===== config.mk =====
export PLATFORM = sky130hd
export DESIGN_NAME = fbc_plane_setup
export DESIGN_NICKNAME = d
export VERILOG_FILES = /design/src/hdl/fbc_pkg.sv /design/src/hdl/fbc_plane_setup.sv
export SDC_FILE = /design/constraint.sdc
export NUM_CORES = 2
export LEC_CHECK = 0
export BUFFER_PORTS_ARGS = -buffer_cell sky130_fd_sc_hd__buf_2
export CORE_AREA = 2 2 655 657
export DETAILED_ROUTE_END_ITERATION = 12
export DIE_AREA = 0 0 657 659
export PLACE_DENSITY = 0.3
export SLEW_MARGIN = 30
export SYNTH_ARGS = -nofsm -noshare
export SYNTH_HDL_FRONTEND = slang
export SYNTH_SLANG_ARGS = --single-unit

===== constraint.sdc =====
create_clock -name clk -period 11.75 [get_ports clk]
set_input_delay 1.7625 -clock clk [delete_from_list [all_inputs] [get_ports clk]]
set_output_delay 1.7625 -clock clk [all_outputs]
set_load 0.02 [all_outputs]

===== src/hdl/fbc_pkg.sv =====
// Shared types and constants for the frustum box cull block.
// Used by every module under hdl; depends on nothing else.
package fbc_pkg;

  // Q16.16 fraction bits and the number of clip planes.
  localparam int Q_FRAC     = 16;
  localparam int NUM_PLANES = 6;
  localparam int NUM_AXES   = 3;
  localparam int NUM_ELEMS  = 16;

  // Widths: element, plane coefficient (sum of two elements), product, dot sum.
  localparam int ELEM_W  = 32;
  localparam int COEF_W  = ELEM_W + 1;
  localparam int PROD_W  = COEF_W + ELEM_W;
  localparam int SUM_W   = PROD_W + 2;

  // Operation codes carried in the op field.
  localparam logic OP_WRITE = 1'b0;
  localparam logic OP_TEST  = 1'b1;

  // Full matrix store, column-major, element index = column*4 + row.
  typedef logic [NUM_ELEMS-1:0][ELEM_W-1:0] mat_t;

  // One clip plane: x, y, z, w coefficients and its degenerate flag.
  typedef struct packed {
    logic                  degen;
    logic [3:0][COEF_W-1:0] c;
  } plane_t;

  // Box with its corners put in order per axis.
  typedef struct packed {
    logic [NUM_AXES-1:0][ELEM_W-1:0] lo;
    logic [NUM_AXES-1:0][ELEM_W-1:0] hi;
  } box_t;

  // Load enables of the pipeline stages.
  typedef struct packed {
    logic s1;
    logic s2;
    logic s3;
  } pipe_en_t;

endpackage


===== src/hdl/fbc_plane_setup.sv =====
// First pipeline stage: derives the six clip planes from the matrix store and
// puts the box corners in order. Depends on fbc_pkg.
module fbc_plane_setup import fbc_pkg::*; (
  input  logic                           clk,
  input  pipe_en_t                       en,
  input  mat_t                           mat,
  input  logic [NUM_AXES-1:0][ELEM_W-1:0] box_min,
  input  logic [NUM_AXES-1:0][ELEM_W-1:0] box_max,
  output plane_t [NUM_PLANES-1:0]        plane_r,
  output box_t                           box_r
);

  plane_t [NUM_PLANES-1:0] plane_nxt;
  box_t                    box_nxt;

  // Plane p uses axis p/2; even planes add the axis row, odd planes subtract it.
  for (genvar p = 0; p < NUM_PLANES; p++) begin : g_plane
    localparam int AXIS = p / 2;
    logic [3:0][COEF_W-1:0] coef;
    for (genvar j = 0; j < 4; j++) begin : g_comp
      logic signed [COEF_W-1:0] w_row;
      logic signed [COEF_W-1:0] a_row;
      assign w_row = COEF_W'($signed(mat[j*4 + 3]));
      assign a_row = COEF_W'($signed(mat[j*4 + AXIS]));
      if ((p % 2) == 0) begin : g_add
        assign coef[j] = w_row + a_row;
      end else begin : g_sub
        assign coef[j] = w_row - a_row;
      end
    end
    assign plane_nxt[p].c     = coef;
    assign plane_nxt[p].degen = (coef[0] == '0) && (coef[1] == '0) && (coef[2] == '0);
  end

  // Order each axis so that lo holds the smaller bound.
  always_comb begin
    for (int k = 0; k < NUM_AXES; k++) begin
      if ($signed(box_min[k]) <= $signed(box_max[k])) begin
        box_nxt.lo[k] = box_min[k];
        box_nxt.hi[k] = box_max[k];
      end else begin
        box_nxt.lo[k] = box_max[k];
        box_nxt.hi[k] = box_min[k];
      end
    end
  end

  // Stage registers, payload only.
  always_ff @(posedge clk) begin
    if (en.s1) begin
      plane_r <= plane_nxt;
      box_r   <= box_nxt;
    end
  end

endmodule


==> results.yml <==
power:
  power_density_mw_per_mm2: 156.1
  pwr-share-seq_pct: 33.3
  netSwitchingFraction_pct: 39.05
  p_sw_w: 0.005643
  p_clk_share_pct: 32.2
  pwr-share-comb_pct: 34.5
  p_leak_nw: 39.28
  ir_drop_mv: 0.09951
  internal_power_w: 0.008808
floorplanning:
  ios: 1698
  dieWidth_um: 657
  dieArea_mm2: 0.4330
  die_y_um: 659
  fp.coreArea_mm2: 0.4258
  start_util_pct: 17.00
  core.rowCount: 240
yosys:
  synth_fa_ha_area_share_pct: 15.60
  synth-xor-area-share_pct: 8.081
  yosysTopAreaCell: "edfxtp_1"
  synthesis.nets: 8921
  synth-simple-area-share_pct: 11.74
  synth.distinct_cells: 96
  synth_top_area_share_pct: 40.57
  synth_compound_gate_area_share_pct: 16.11
  yosysMostFrequentCell: "edfxtp_1"
  synth_seq_cells: 978
  synth_area_leaders: "edfxtp_1 (41%), ha_1 (15%), xnor2_1 (6.7%)"
  synth_top_flop_cell: "edfxtp_1"
  synth_cells: 7325
  yosysWarnings: 0
  ys_async_sr_fraction_pct: 0
  netlist_area_mm2: 0.07240
  synthTopCellsByCount: "edfxtp_1 (978), ha_1 (864), inv_1 (828)"
  synthMuxAreaShare_pct: 2.050
  ys_seq_area_share_pct: 40.57
  synth_top_family_by_area: "compound AO/OA/AOI/OAI gates"
  synth_edf_count: 978
  avgSynthCellArea_um2: 9.883
grt:
  globalRouteMet1Util_pct: 19.55
  grt_pass1_wl_mm: 566.6
  grt_pass1_vias: 65353
  use_met2_pct: 36.28
  track_usage_pct: 19.17
  antenna_found_initial: 228
  top_usage_layer: "met2"
  grt_max_degree: 134
  use_met3_pct: 4.877
  grt-ovfl-total: 0
finish:
  nFillCells: 46916
  regArea_mm2: 0.02937
  multi_input_area_mm2: 0.03893
  postLayoutCoreUtil_pct: 21.74
  syn_to_final_growth_pct: 27.86
  final_net_count: 10532
  drive_gt1_share_pct: 24.07
  fin_area_mm2: 0.09256
sta:
  hold_viol: 0
  final.min_clock_period_ps: 7925
  setup_violations: 0
  setup_ws_ps: 3825
  rsz0062_at_grt: "false"
  max_slew_margin_pct: 30.11
  worstMarginPinSlew_ps: 1041
  max_freq_mhz: 126.2
  tns_ps: 0
  slew_viol_final: 0
  fin_crit_sh_pct: 67.45
placed_design:
  dpl_cell_area_mm2: 0.08747
  hpwl_mm: 376.6
  port_buffers: 1695
  pre_cts_ws_ps: 2743
  place.gp.congestion: 0.8880
clock_network:
  cts_tree: "yes"
  clock-sinks: 978
  cts_setup_buffers: 0
  hold_buffers: 0
  h-tree-depth: 4
  path_clk_slew_ps: 60
  cts_root_buffer: "clkbuf_16"
  cts_max_path_buffers: 4
  cts_buffers: 149
  post_cts_resized: 0
detailed_routing:
  drc_errors: 0
  post_drt_wl_per_cell_um: 29.17
  wirelength_mm: 432.8
  dr.first_iter.drc_count: 3416
  drtAntennaViolNets: 0
  viasPerCell: 4.270
  drt_pass1_iterations: 8
  num_vias: 63361
critical_path:
  cp-end-kind: "register"
  criticalPathCategory: "in -> reg"
  cp_max_fo: 10
  cp-start-kind: "input port"
  critPathArrivalTime_ps: 8540
  cp.required_ps: 12360
flow_run:
  cap_viol_max_count: 0
status:
  outcome: "finished clean"
worst_hold_path:
  hold_class: "in -> reg"
==> logic make-up (layout without fill, tap and decap cells) <==
group	Yosys count	in the layout
DFF	978	978
AOI/OAI and AO/OA	1821	1821
buffers and inverters	1114	2837
muxes	132	132
adders and majority gates	888	888
and+or+nand+nor	1724	1724
other	0	102
xor gates and xnor gates	668	668
==> critical path, cell delays in order <==
cell	delay [ps]
buf_2	300
ha_1	310
nand2b_1	220
a2111o_1	460
a21oi_1	570
a2111o_1	410
o21ai_0	160
xnor2_1	250
or4_1	580
nor4_1	610
nand4b_1	310
nor3_1	630
nand4bb_1	170
or4_1	490
or4b_1	550
nor3_1	340
nor4b_1	380
==> cells in the final DEF (no fill, tap or decap), types with 112 or more instances in the layout <==
| cell | synthesis | final |
|---|---|---|
| buf_2 | 8 | 1694 |
| edfxtp_1 | 978 | 978 |
| ha_1 | 864 | 864 |
| inv_1 | 828 | 828 |
| a21oi_1 | 637 | 637 |
| nor2_1 | 636 | 636 |
| xnor2_1 | 554 | 547 |
| o21ai_0 | 295 | 295 |
| nand2_1 | 257 | 256 |
| o21bai_1 | 168 | 168 |
| nor3_1 | 160 | 159 |
| clkbuf_16 | 0 | 153 |
| a21o_1 | 147 | 146 |
| mux2_2 | 130 | 130 |
| xor2_1 | 114 | 112 |
==> state kept, by name, summed over array words and instances (netlist names) <==
name / count
box_r: 192
plane_r: 786
==> power by group through the flow <==
stage	clock, W	combinational [W]	sequential [W]
floorplan	0	0.00197	0.00550
global placement	0	0.00510	0.00490
detailed placement	0	0.00508	0.00490
CTS	0.00488	0.00511	0.00484
global route	0.00496	0.00534	0.00486
finish	0.00465	0.00498	0.00482
==> per-layer routing <==
layer | wire length [µm] | up-vias
met3 | 26180 | 721
met5 | 539 | -
met1 | 156300 | 31067
met4 | 22430 | 92
met2 | 227400 | 1947
li1 | - | 29534
==> final timing paths <==
check / startpoint / to / cells after the start
min: box_min[83] / box_r[83] / 3
max: mat[225] / plane_r[664] / 17
==> final cells by class <==
cell class / instances / share of cell area, %
diodes: 102 / 0.2758
clock buffers: 175 / 4.225
clock inverters: 88 / 0.9989
inverters: 831 / 3.370
multi-input cells: 5233 / 42.06
flip-flops and latches: 978 / 31.73
well taps: 5687 / 7.687
repair buffers: 1743 / 9.659
==> per-stage QoR <==
stage                     cells  power, W  hold WS (ps)
final                     14837   0.01445          1196
after global routing      14783   0.01517          1136
after CTS                 14735   0.01482          1083
after detailed placement  14472  0.009979          2079
after global placement    14471  0.009993          2075
after floorplan            7325  0.007468          1875
Power figures use the tool's default switching activity.
